==> src/itoab_pkg.sv <==
// types, constants and the digit-to-character function for the radix converter
package itoab_pkg;

  localparam int unsigned VALUE_W = 64;
  localparam int unsigned RADIX_W = 5;
  localparam int unsigned DIGIT_W = 4;
  localparam int unsigned CHAR_W  = 7;

  // quotient bits resolved per divider cycle, and divider steps per digit
  localparam int unsigned BITS_PER_STEP = 8;
  localparam int unsigned DIV_STEPS     = VALUE_W / BITS_PER_STEP;
  localparam int unsigned STEP_W        = $clog2(DIV_STEPS);

  localparam logic [RADIX_W-1:0] RADIX_MIN = 5'd3;
  localparam logic [RADIX_W-1:0] RADIX_MAX = 5'd16;

  localparam logic [CHAR_W-1:0]  CHAR_ZERO  = 7'h30;
  localparam logic [CHAR_W-1:0]  CHAR_LOW_A = 7'h61;
  localparam logic [CHAR_W-1:0]  CHAR_UP_A  = 7'h41;
  localparam logic [CHAR_W-1:0]  CHAR_MINUS = 7'h2d;
  localparam logic [DIGIT_W-1:0] DIGIT_TEN  = 4'd10;

  typedef enum logic [3:0] {
    S_IDLE  = 4'b0001,
    S_DIV   = 4'b0010,
    S_FETCH = 4'b0100,
    S_EMIT  = 4'b1000
  } state_t;

  function automatic logic [CHAR_W-1:0] digit_char(input logic [DIGIT_W-1:0] d,
                                                   input logic upper);
    logic [CHAR_W-1:0] base;
    base = upper ? CHAR_UP_A : CHAR_LOW_A;
    if (d >= DIGIT_TEN) begin
      return base + CHAR_W'(d - DIGIT_TEN);
    end
    return CHAR_ZERO + CHAR_W'(d);
  endfunction

endpackage

==> src/itoab_ram.sv <==
// generic single-write, single-read ram with registered read data
module itoab_ram #(
  parameter int unsigned WIDTH = 4,
  parameter int unsigned DEPTH = 41
) (
  input  logic                     clk,
  input  logic                     we,
  input  logic [$clog2(DEPTH)-1:0] waddr,
  input  logic [WIDTH-1:0]         wdata,
  input  logic [$clog2(DEPTH)-1:0] raddr,
  output logic [WIDTH-1:0]         rdata
);

  logic [WIDTH-1:0] mem [DEPTH];

  always_ff @(posedge clk) begin
    if (we) begin
      mem[waddr] <= wdata;
    end
    rdata <= mem[raddr];
  end

endmodule

==> src/integer_to_ascii_base.sv <==
// radix conversion of a 64-bit integer to ascii text, one character per strobe
// sequence: the shared divider resolves 8 quotient bits per cycle and writes each digit, then
//   a fetch state reads the buffer and one character per cycle is emitted, '-' first if negative
// a start is taken only while idle; busy until the last character, digit count 1 to 41
// the registered read of the digit buffer ram sets the fetch state; the receiver cannot stall results
// reset: synchronous, clears the sequencer and the strobe; the digit buffer is not cleared
module integer_to_ascii_base #(
  parameter int unsigned DIGIT_SLOTS = 41
) (
  input  logic                           clk,
  input  logic                           rst,
  input  logic                           start,
  output logic                           busy,
  input  logic [itoab_pkg::VALUE_W-1:0]  value,
  input  logic                           is_signed,
  input  logic [itoab_pkg::RADIX_W-1:0]  radix,
  input  logic                           upper_case,
  output logic                           char_valid,
  output logic [itoab_pkg::CHAR_W-1:0]   ascii_char,
  output logic                           last_char
);

  import itoab_pkg::*;

  localparam int unsigned IDX_W = $clog2(DIGIT_SLOTS);
  localparam int unsigned CNT_W = $clog2(DIGIT_SLOTS + 1);

  state_t              state;
  logic [VALUE_W-1:0]  mag;
  logic [DIGIT_W-1:0]  rem;
  logic [RADIX_W-1:0]  radix_q;
  logic                upper;
  logic                negative;
  logic [STEP_W-1:0]   step;
  logic [CNT_W-1:0]    count;
  logic [IDX_W-1:0]    ptr;

  logic [VALUE_W-1:0]  mag_next;
  logic [DIGIT_W-1:0]  rem_next;
  logic [CNT_W-1:0]    count_next;
  logic                radix_ok;
  logic                take;
  logic                neg_in;
  logic                ram_we;
  logic [IDX_W-1:0]    raddr;
  logic [DIGIT_W-1:0]  rdata;

  assign busy     = (state != S_IDLE);
  assign radix_ok = (radix >= RADIX_MIN) && (radix <= RADIX_MAX);
  assign take     = start && !busy;
  assign neg_in   = is_signed && value[VALUE_W-1];

  // shared divider: eight restoring steps per cycle, msb first
  always_comb begin
    logic [VALUE_W-1:0] q;
    logic [DIGIT_W-1:0] r;
    logic [RADIX_W-1:0] trial;
    q = mag;
    r = rem;
    for (int j = 0; j < BITS_PER_STEP; j++) begin
      trial = {r, q[VALUE_W-1]};
      if (trial >= radix_q) begin
        trial = trial - radix_q;
        q = {q[VALUE_W-2:0], 1'b1};
      end else begin
        q = {q[VALUE_W-2:0], 1'b0};
      end
      r = trial[DIGIT_W-1:0];
    end
    mag_next = q;
    rem_next = r;
  end

  assign count_next = count + 1'b1;
  assign ram_we     = (state == S_DIV) && (step == STEP_W'(DIV_STEPS - 1));
  assign raddr      = (state == S_FETCH) ? ptr : ptr - 1'b1;

  itoab_ram #(
    .WIDTH (DIGIT_W),
    .DEPTH (DIGIT_SLOTS)
  ) u_digits (
    .clk   (clk),
    .we    (ram_we),
    .waddr (count[IDX_W-1:0]),
    .wdata (rem_next),
    .raddr (raddr),
    .rdata (rdata)
  );

  always_ff @(posedge clk) begin
    if (rst) begin
      state      <= S_IDLE;
      char_valid <= 1'b0;
      count      <= '0;
      negative   <= 1'b0;
      step       <= '0;
    end else begin
      case (state)
        S_IDLE: begin
          char_valid <= 1'b0;
          if (take && radix_ok) begin
            mag      <= neg_in ? VALUE_W'(0) - value : value;
            rem      <= '0;
            radix_q  <= radix;
            upper    <= upper_case;
            negative <= neg_in;
            step     <= '0;
            count    <= '0;
            state    <= S_DIV;
          end
        end
        S_DIV: begin
          char_valid <= 1'b0;
          mag        <= mag_next;
          rem        <= ram_we ? '0 : rem_next;
          step       <= step + 1'b1;
          if (ram_we) begin
            count <= count_next;
            ptr   <= count[IDX_W-1:0];
            if ((mag_next == '0) || (count_next == CNT_W'(DIGIT_SLOTS))) begin
              state <= S_FETCH;
            end
          end
        end
        S_FETCH: begin
          char_valid <= negative;
          ascii_char <= CHAR_MINUS;
          last_char  <= 1'b0;
          state      <= S_EMIT;
        end
        S_EMIT: begin
          char_valid <= 1'b1;
          ascii_char <= digit_char(rdata, upper);
          last_char  <= (ptr == '0);
          if (ptr == '0) begin
            state <= S_IDLE;
          end else begin
            ptr <= ptr - 1'b1;
          end
        end
        default: begin
          char_valid <= 1'b0;
          state      <= S_IDLE;
        end
      endcase
    end
  end

endmodule
==> config.mk <==
export PLATFORM = sky130hd
export DESIGN_NAME = integer_to_ascii_base
export DESIGN_NICKNAME = d
export VERILOG_FILES = /design/src/itoab_pkg.sv /design/src/itoab_ram.sv /design/src/integer_to_ascii_base.sv
export SDC_FILE = /design/constraint.sdc
export NUM_CORES = 1
export LEC_CHECK = 0
export BUFFER_PORTS_ARGS = -buffer_cell sky130_fd_sc_hd__buf_4
export CAP_MARGIN = 20
export CELL_PAD_IN_SITES_DETAIL_PLACEMENT = 2
export CELL_PAD_IN_SITES_GLOBAL_PLACEMENT = 2
export CORE_UTILIZATION = 44
export DETAILED_ROUTE_END_ITERATION = 6
export PLACE_DENSITY_LB_ADDON = 0.2
export SYNTH_ARGS = -nofsm -noshare
export SYNTH_HDL_FRONTEND = slang
export SYNTH_SLANG_ARGS = --single-unit
==> constraint.sdc <==
create_clock -name clk -period 31.3 [get_ports clk]
set_clock_uncertainty 0.2 [all_clocks]
set_input_delay 1.565 -clock clk [delete_from_list [all_inputs] [get_ports clk]]
set_output_delay 1.565 -clock clk [all_outputs]
set_load 0.1 [all_outputs]
# Word-level counts from Yosys, hierarchy flattened
# Memory sizes are Yosys's and may differ from the RTL's. A register that Yosys moved wholly into a read port is not among the register bits.
# Cells that the tools add are included.
# word_totals
reg_bits	103
ramBits	164
inputBits	74
output_inout_bits	10
wordCells	119
n_memories	1
# memory_table
name	words	width	rd	rd_ports_with_merged_regs	wr	line	text
u_digits.mem	41	4	1	1	1	itoab_ram.sv:14	logic [WIDTH-1:0] mem [DEPTH];
# op_classes
n_addsub	15
magnitude_cmp	11
n_eq_ne	12
n_mux	47
bitwise	1
reduce_logical	20
# op_table
cell	count
64-bit two-way mux	2
64-bit case mux with 2 select lines	1
64-bit logical NOT	1
1-bit by 64-bit subtractor with 64-bit output, first input constant	1
4-bit two-way mux	14
5-bit >= comparator	8
6-bit two-way mux	6
4-bit subtractor	8
6-bit case mux with 2 select lines	2
4-bit case mux with 4 select lines	1
7-bit two-way mux	2
7-bit case mux with 2 select lines	1
1-bit two-way mux	13
3-bit AND reduction	3
2-bit inequality test, second input constant	4
4-bit case mux with 2 select lines	1
4-bit AND reduction	2
6-bit by 4-bit adder with 7-bit output, first input constant	1
7-bit adder	1
6-bit by 1-bit adder with 6-bit output, second input constant	1
6-bit equality test, second input constant	1
6-bit logical NOT	1
3-bit case mux with 2 select lines	1
2-bit AND reduction	3
other kinds (20)	27

# Longest topological paths before layout
# depth
depth_word	21
depth_mapped	48
mapped_depth_nobuf	48

# By module
# From an unflattened synthesis, not the netlist that was laid out.
# hier_totals
hier_cells	1276
area_unflattened_um2	14930.6
# modules_own_cells
mod	n_inst	cells_each	area_per_inst_um2	seq_area_each_um2
integer_to_ascii_base	1	889	7968.9	2942.8
itoab_ram	1	387	6961.7	5004.8

# Least setup slack after synthesis
# OpenSTA, ideal clock, no wires.
# synth_path
kind	reg2reg
from	reg radix_q[1]
to	mem u_digits.mem[0][2] (data pin)
arrival_ns	10.744
required_ns	30.675
setup_slack_ns	19.930
path_stages_with_launch	42
path_buffers	0
period_less_slack_ns	11.370
cell_sequence	edfxtp_1 -> inv_1 -> ha_1 -> a21o_1 -> a21oi_1 -> o21ai_1 -> mux2_2 -> ha_1 -> a21oi_1 -> o21ai_1 -> mux2_2 -> ha_1 -> nand2_1 -> o21ai_1 -> mux2_2 -> ha_1 -> nand2_1 -> o21ai_1 -> (+6 left out) -> ha_1 -> a21o_1 -> a21oi_1 -> o21a_1 -> o211ai_1 -> nand2_1 -> inv_1 -> ha_1 -> a21oi_1 -> o21ai_1 -> mux2i_1 -> ha_1 -> o21ai_0 -> a21boi_0 -> o21ai_0 -> a21o_1 -> nor2_1 -> a21oi_1
# synth_via
elab_chain_len	16
word_cells_on_any_way	24
classes_between	8 x add/sub; 8 x order compare; 8 x mux
# synth_rtl
element	line	text
start, declared	integer_to_ascii_base.sv:31	logic [RADIX_W-1:0] radix_q;
start signal, assigned	integer_to_ascii_base.sv:104	radix_q <= radix;
4-bit subtractor or 5-bit >= comparator (tied branches)	integer_to_ascii_base.sv:63, integer_to_ascii_base.sv:62	
4-bit two-way mux	integer_to_ascii_base.sv:62	if (trial >= radix_q) begin
4-bit subtractor or 5-bit >= comparator (tied branches)	integer_to_ascii_base.sv:63, integer_to_ascii_base.sv:62	
4-bit two-way mux	integer_to_ascii_base.sv:62	
4-bit subtractor or 5-bit >= comparator (tied branches)	integer_to_ascii_base.sv:63, integer_to_ascii_base.sv:62	
4-bit two-way mux	integer_to_ascii_base.sv:62	
5-bit >= comparator or 4-bit subtractor (tied branches)	integer_to_ascii_base.sv:62, integer_to_ascii_base.sv:63	
4-bit two-way mux	integer_to_ascii_base.sv:62	
4-bit subtractor or 5-bit >= comparator (tied branches)	integer_to_ascii_base.sv:63, integer_to_ascii_base.sv:62	
4-bit two-way mux	integer_to_ascii_base.sv:62	
4-bit subtractor or 5-bit >= comparator (tied branches)	integer_to_ascii_base.sv:63, integer_to_ascii_base.sv:62	
4-bit two-way mux	integer_to_ascii_base.sv:62	
5-bit >= comparator or 4-bit subtractor (tied branches)	integer_to_ascii_base.sv:62, integer_to_ascii_base.sv:63	
4-bit two-way mux	integer_to_ascii_base.sv:62	
4-bit subtractor or 5-bit >= comparator (tied branches)	integer_to_ascii_base.sv:63, integer_to_ascii_base.sv:62	
4-bit two-way mux (*)	integer_to_ascii_base.sv:62	
net rem_next[2]	integer_to_ascii_base.sv:39	logic [DIGIT_W-1:0] rem_next;
end, declared	itoab_ram.sv:14	
# Mark *: on every way through the listed nets, which the timed path passes. The rest lies on a longest branch.

# Worst setup path in the final report
# layout_path
from	reg radix_q[1]
to	reg rem[1] (data pin)
# layout_via
elab_chain_len	18
word_cells_on_any_way	26
classes_between	8 x add/sub; 8 x order compare; 10 x mux
# layout_rtl
element	line	text
4-bit subtractor or 5-bit >= comparator (tied branches)	integer_to_ascii_base.sv:63, integer_to_ascii_base.sv:62	
4-bit two-way mux	integer_to_ascii_base.sv:62	
4-bit subtractor or 5-bit >= comparator (tied branches)	integer_to_ascii_base.sv:63, integer_to_ascii_base.sv:62	
4-bit two-way mux	integer_to_ascii_base.sv:62	
4-bit subtractor or 5-bit >= comparator (tied branches)	integer_to_ascii_base.sv:63, integer_to_ascii_base.sv:62	
4-bit two-way mux	integer_to_ascii_base.sv:62	
5-bit >= comparator or 4-bit subtractor (tied branches)	integer_to_ascii_base.sv:62, integer_to_ascii_base.sv:63	
4-bit two-way mux	integer_to_ascii_base.sv:62	
(+3 left out)	--	
4-bit two-way mux	integer_to_ascii_base.sv:62	
5-bit >= comparator or 4-bit subtractor (tied branches)	integer_to_ascii_base.sv:62, integer_to_ascii_base.sv:63	
4-bit two-way mux	integer_to_ascii_base.sv:62	
4-bit subtractor or 5-bit >= comparator (tied branches)	integer_to_ascii_base.sv:63, integer_to_ascii_base.sv:62	
4-bit two-way mux (*)	integer_to_ascii_base.sv:62	
net rem_next[1]	integer_to_ascii_base.sv:39	
4-bit two-way mux (*)	integer_to_ascii_base.sv:115	rem <= ram_we ? '0 : rem_next;
4-bit case mux with 2 select lines (*)	integer_to_ascii_base.sv:98	case (state)
end signal, assigned	integer_to_ascii_base.sv:115	
end, declared	integer_to_ascii_base.sv:30	logic [DIGIT_W-1:0] rem;
# Marks and branches as above.
# A chain may end at the register's enable or synchronous reset.

==> flow_summary.ini <==
[grt]
grt_max_degree = 106
grt_usage_pct = 30.0
gr-total-overflow = 0
grt_pass1_vias = 14013
grt_pass1_wl_um = 83500
antenna_found_initial = 0

[critical_path]
crit_fanout = 42
path_class = reg -> reg
critPathLaunch = radix_q[1]
end_kind = flop
cp.required_ns = 31.40
worstPathArrival_ns = 13.72
max_stage_delay_ns = 0.72
critPathLaunchType = flop
cpMostUsedCell = ha_1
r2r-start = radix_q[1]
slowest_stage = mux2_2

[timing]
maxSlewViolCount = 0
setup_violations = 0
grt_setup_unrepaired = false
worst_pin_slew_ns = 1.03
fmax_mhz = 73.4
finalCritPeriodShare_pct = 43.5
setup_tns_ns = 0
min_period_ns = 13.62
fin_ws_ns = 17.68
hold_violations = 0
timing.slew.headroom_pct = 30.7

[logic_synthesis]
synth_cell_types = 62
synth.avg_cell_area_um2 = 10.5
yosysSeqAreaShare_pct = 50.9
synth_compound_area_share_pct = 15.3
ys_warn_count = 0
ys_ff_latch = 271
synth-xor-area-share_pct = 5.11
synth_mux_area_share_pct = 4.99
synth_simple_gate_area_share_pct = 15.2
synth_fa_ha_area_share_pct = 5.27
syn-num-nets = 1620
postSynthCellCount = 1485
netlist_area_um2 = 15600
synth-async-reset-ratio_pct = 0
synth_edf_count = 252
synth_top_family_by_area = compound AO/OA/AOI/OAI gates
ys.flop_type = edfxtp_1

[die]
core_um2 = 34700
die_height_um = 190
die_w_um = 190
rows = 68
die-area_um2 = 36200
initial_core_util_pct = 45.0
pin_count = 84

[drt]
totalWireLength_um = 54600
wl_per_cell_um = 27.1
met2_length_um = 28600
remaining_drc_errors = 0
ant_nets = 0
met1_length_um = 21700
drt-initial-drc-count = 807
vias = 12822
first_pass_iters = 4
wl_met3_um = 2450
vias_per_cell = 6.36
dr.max_layer_used = met4

[clocking]
cts_htree_levels = 1
ctsRootBufferMaster = clkbuf_16
numCtsBuffers = 29
clkTransAtPathRegs_ns = 0.06
cts_hold_buf = 0
tritoncts = done
postCtsSetupBuffers = 0
cts_buffer_depth = 3
clock-sinks = 271
clock_latency_ns = 0.55
post_cts_resized = 0

[finish]
nFillCells = 3536
final_nets = 1674
drive_above_1_share_pct = 12.4
stdcell_area_um2 = 17700
final_cells = 2016
synthToLayoutAreaGrowth_pct = 13.6
antenna_cells = 0
multiInputGateArea_um2 = 7180
seq_area_um2 = 7950

[placement]
placedCellCount = 1960
gp_congestion = 0.825
preCtsSetupSlack_ns = 17.69
place_hpwl_um = 37200
dpl-instance-area_um2 = 16700
io_buffer_count = 83

[outcome]
outcome = complete, no violations

[job]
cap_viol_max_count = 0

[hold_path]
holdCritStartpoint = negative
min_path_type = reg -> reg
-- registers in the layout, summed over array words and instances, names as in the netlist, 5 cells and up --
| register | flops |
|---|---|
| radix_q | 5 |
| count | 6 |
| mag | 64 |
| ptr | 6 |
| u_digits.mem | 164 |
| ascii_char | 7 |
-- synth_stat cells, types with 6 or more instances --
master / n / area, µm²
edfxtp_1: 252 / 7570
nand2_1: 132 / 495
nor2_1: 113 / 424
nor3_1: 106 / 531
o21ai_0: 99 / 495
clkbuf_1: 74 / 278
a21oi_1: 65 / 325
ha_1: 53 / 663
inv_1: 50 / 188
xnor2_1: 49 / 429
o22ai_1: 43 / 269
xor2_1: 42 / 368
nor4_1: 36 / 225
mux2i_1: 35 / 350
nand3_1: 26 / 130
a31oi_1: 24 / 150
o221ai_1: 21 / 184
nand2b_1: 20 / 125
dfxtp_1: 19 / 380
a21o_1: 16 / 120
mux2_2: 16 / 180
o31ai_1: 14 / 105
o41ai_1: 14 / 123
a211oi_1: 11 / 82.6
mux4_2: 11 / 248
buf_1: 10 / 37.5
or3_1: 10 / 62.6
or4_1: 10 / 75.1
and2_1: 9 / 56.3
nand4_1: 9 / 56.3
fa_1: 8 / 160
o211ai_1: 8 / 60.1
a221oi_1: 7 / 61.3
o21a_1: 7 / 52.6
a2111oi_0: 6 / 52.6
o21ai_1: 6 / 30.0
-- final timing paths --
kind	slack, ns	cells past startpoint	endpoint
setup reg to reg	17.68	42	rem[1]
setup / recovery	17.68	42	rem[1]
hold / removal	0.29	1	char_valid
hold reg to reg	0.29	1	char_valid
-- critical path: cells and delay by family, from the launching register on --
| kind | cells | cell delay, ns |
|---|---|---|
| AO/OA/AOI/OAI | 25 | 5.87 |
| flip-flops | 1 | 0.71 |
| adder cells (fa/ha/maj) | 8 | 2.55 |
| buffers and inverters | 1 | 0.47 |
| AND/OR/NAND/NOR | 1 | 0.28 |
| multiplexers | 7 | 3.27 |
-- cells in the final DEF, fill, tap and decap left out, types with 5 or more instances in the layout --
master / count
mux2_2: 16
o21ai_1: 6
bufinv_16: 6
nand2_1: 132
a31oi_1: 24
xnor2_1: 49
dfxtp_1: 19
mux2i_1: 35
a21oi_1: 63
a22oi_1: 5
nand2b_1: 20
o21ai_0: 99
inv_1: 50
or3_1: 10
nor3_1: 106
nor4_1: 36
fa_1: 8
nand3_1: 26
mux4_2: 11
o211ai_1: 8
or4_1: 10
a2111oi_0: 6
o22ai_1: 43
a21o_1: 16
clkinv_2: 7
xor2_1: 42
a221oi_1: 7
nand4_1: 9
o41ai_1: 14
buf_4: 105
clkinv_1: 7
o21a_1: 7
nor2_1: 112
a211oi_1: 11
clkbuf_16: 29
edfxtp_1: 252
and2_1: 9
ha_1: 53
o221ai_1: 21
o31ai_1: 14
-- per-layer routing --
layer  up-vias  global-route usage, %
li1       5759                      -
met1      6604                   35.8
met2       346                   54.9
met3       113                   4.12
met4         0                   10.6
met5         -                      0
-- cells by family after synthesis --
kind of cell / Yosys count
AOI/OAI and AO/OA: 371
muxes: 62
adders and majority gates: 61
and+or+nand+nor: 493
xor gates and xnor gates: 91
buffers and inverters: 136
DFF: 271
-- through the flow --
| step | hold WS [ns] | util, % |
|---|---|---|
| 2_1_floorplan | 0.241 | - |
| 3_3_place_gp | 0.258 | 48.0 |
| 3_5_place_dp | 0.274 | 48.0 |
| 4_1_cts | 0.303 | 50.9 |
| 5_1_grt | 0.310 | 51.1 |
| 6_report | 0.292 | 51.1 |
-- area by class of cell --
class	instances	area share, %
sequential	271	44.8
tap	455	3.21
timing repair buffer	108	4.84
multi-input combinational	1078	40.5
clock inverter	21	1.40
clock buffer	32	4.16
inverter	51	1.08
Power is not shown: default switching activity piles up to over one toggle a cycle in this logic, so the estimate is an artifact.
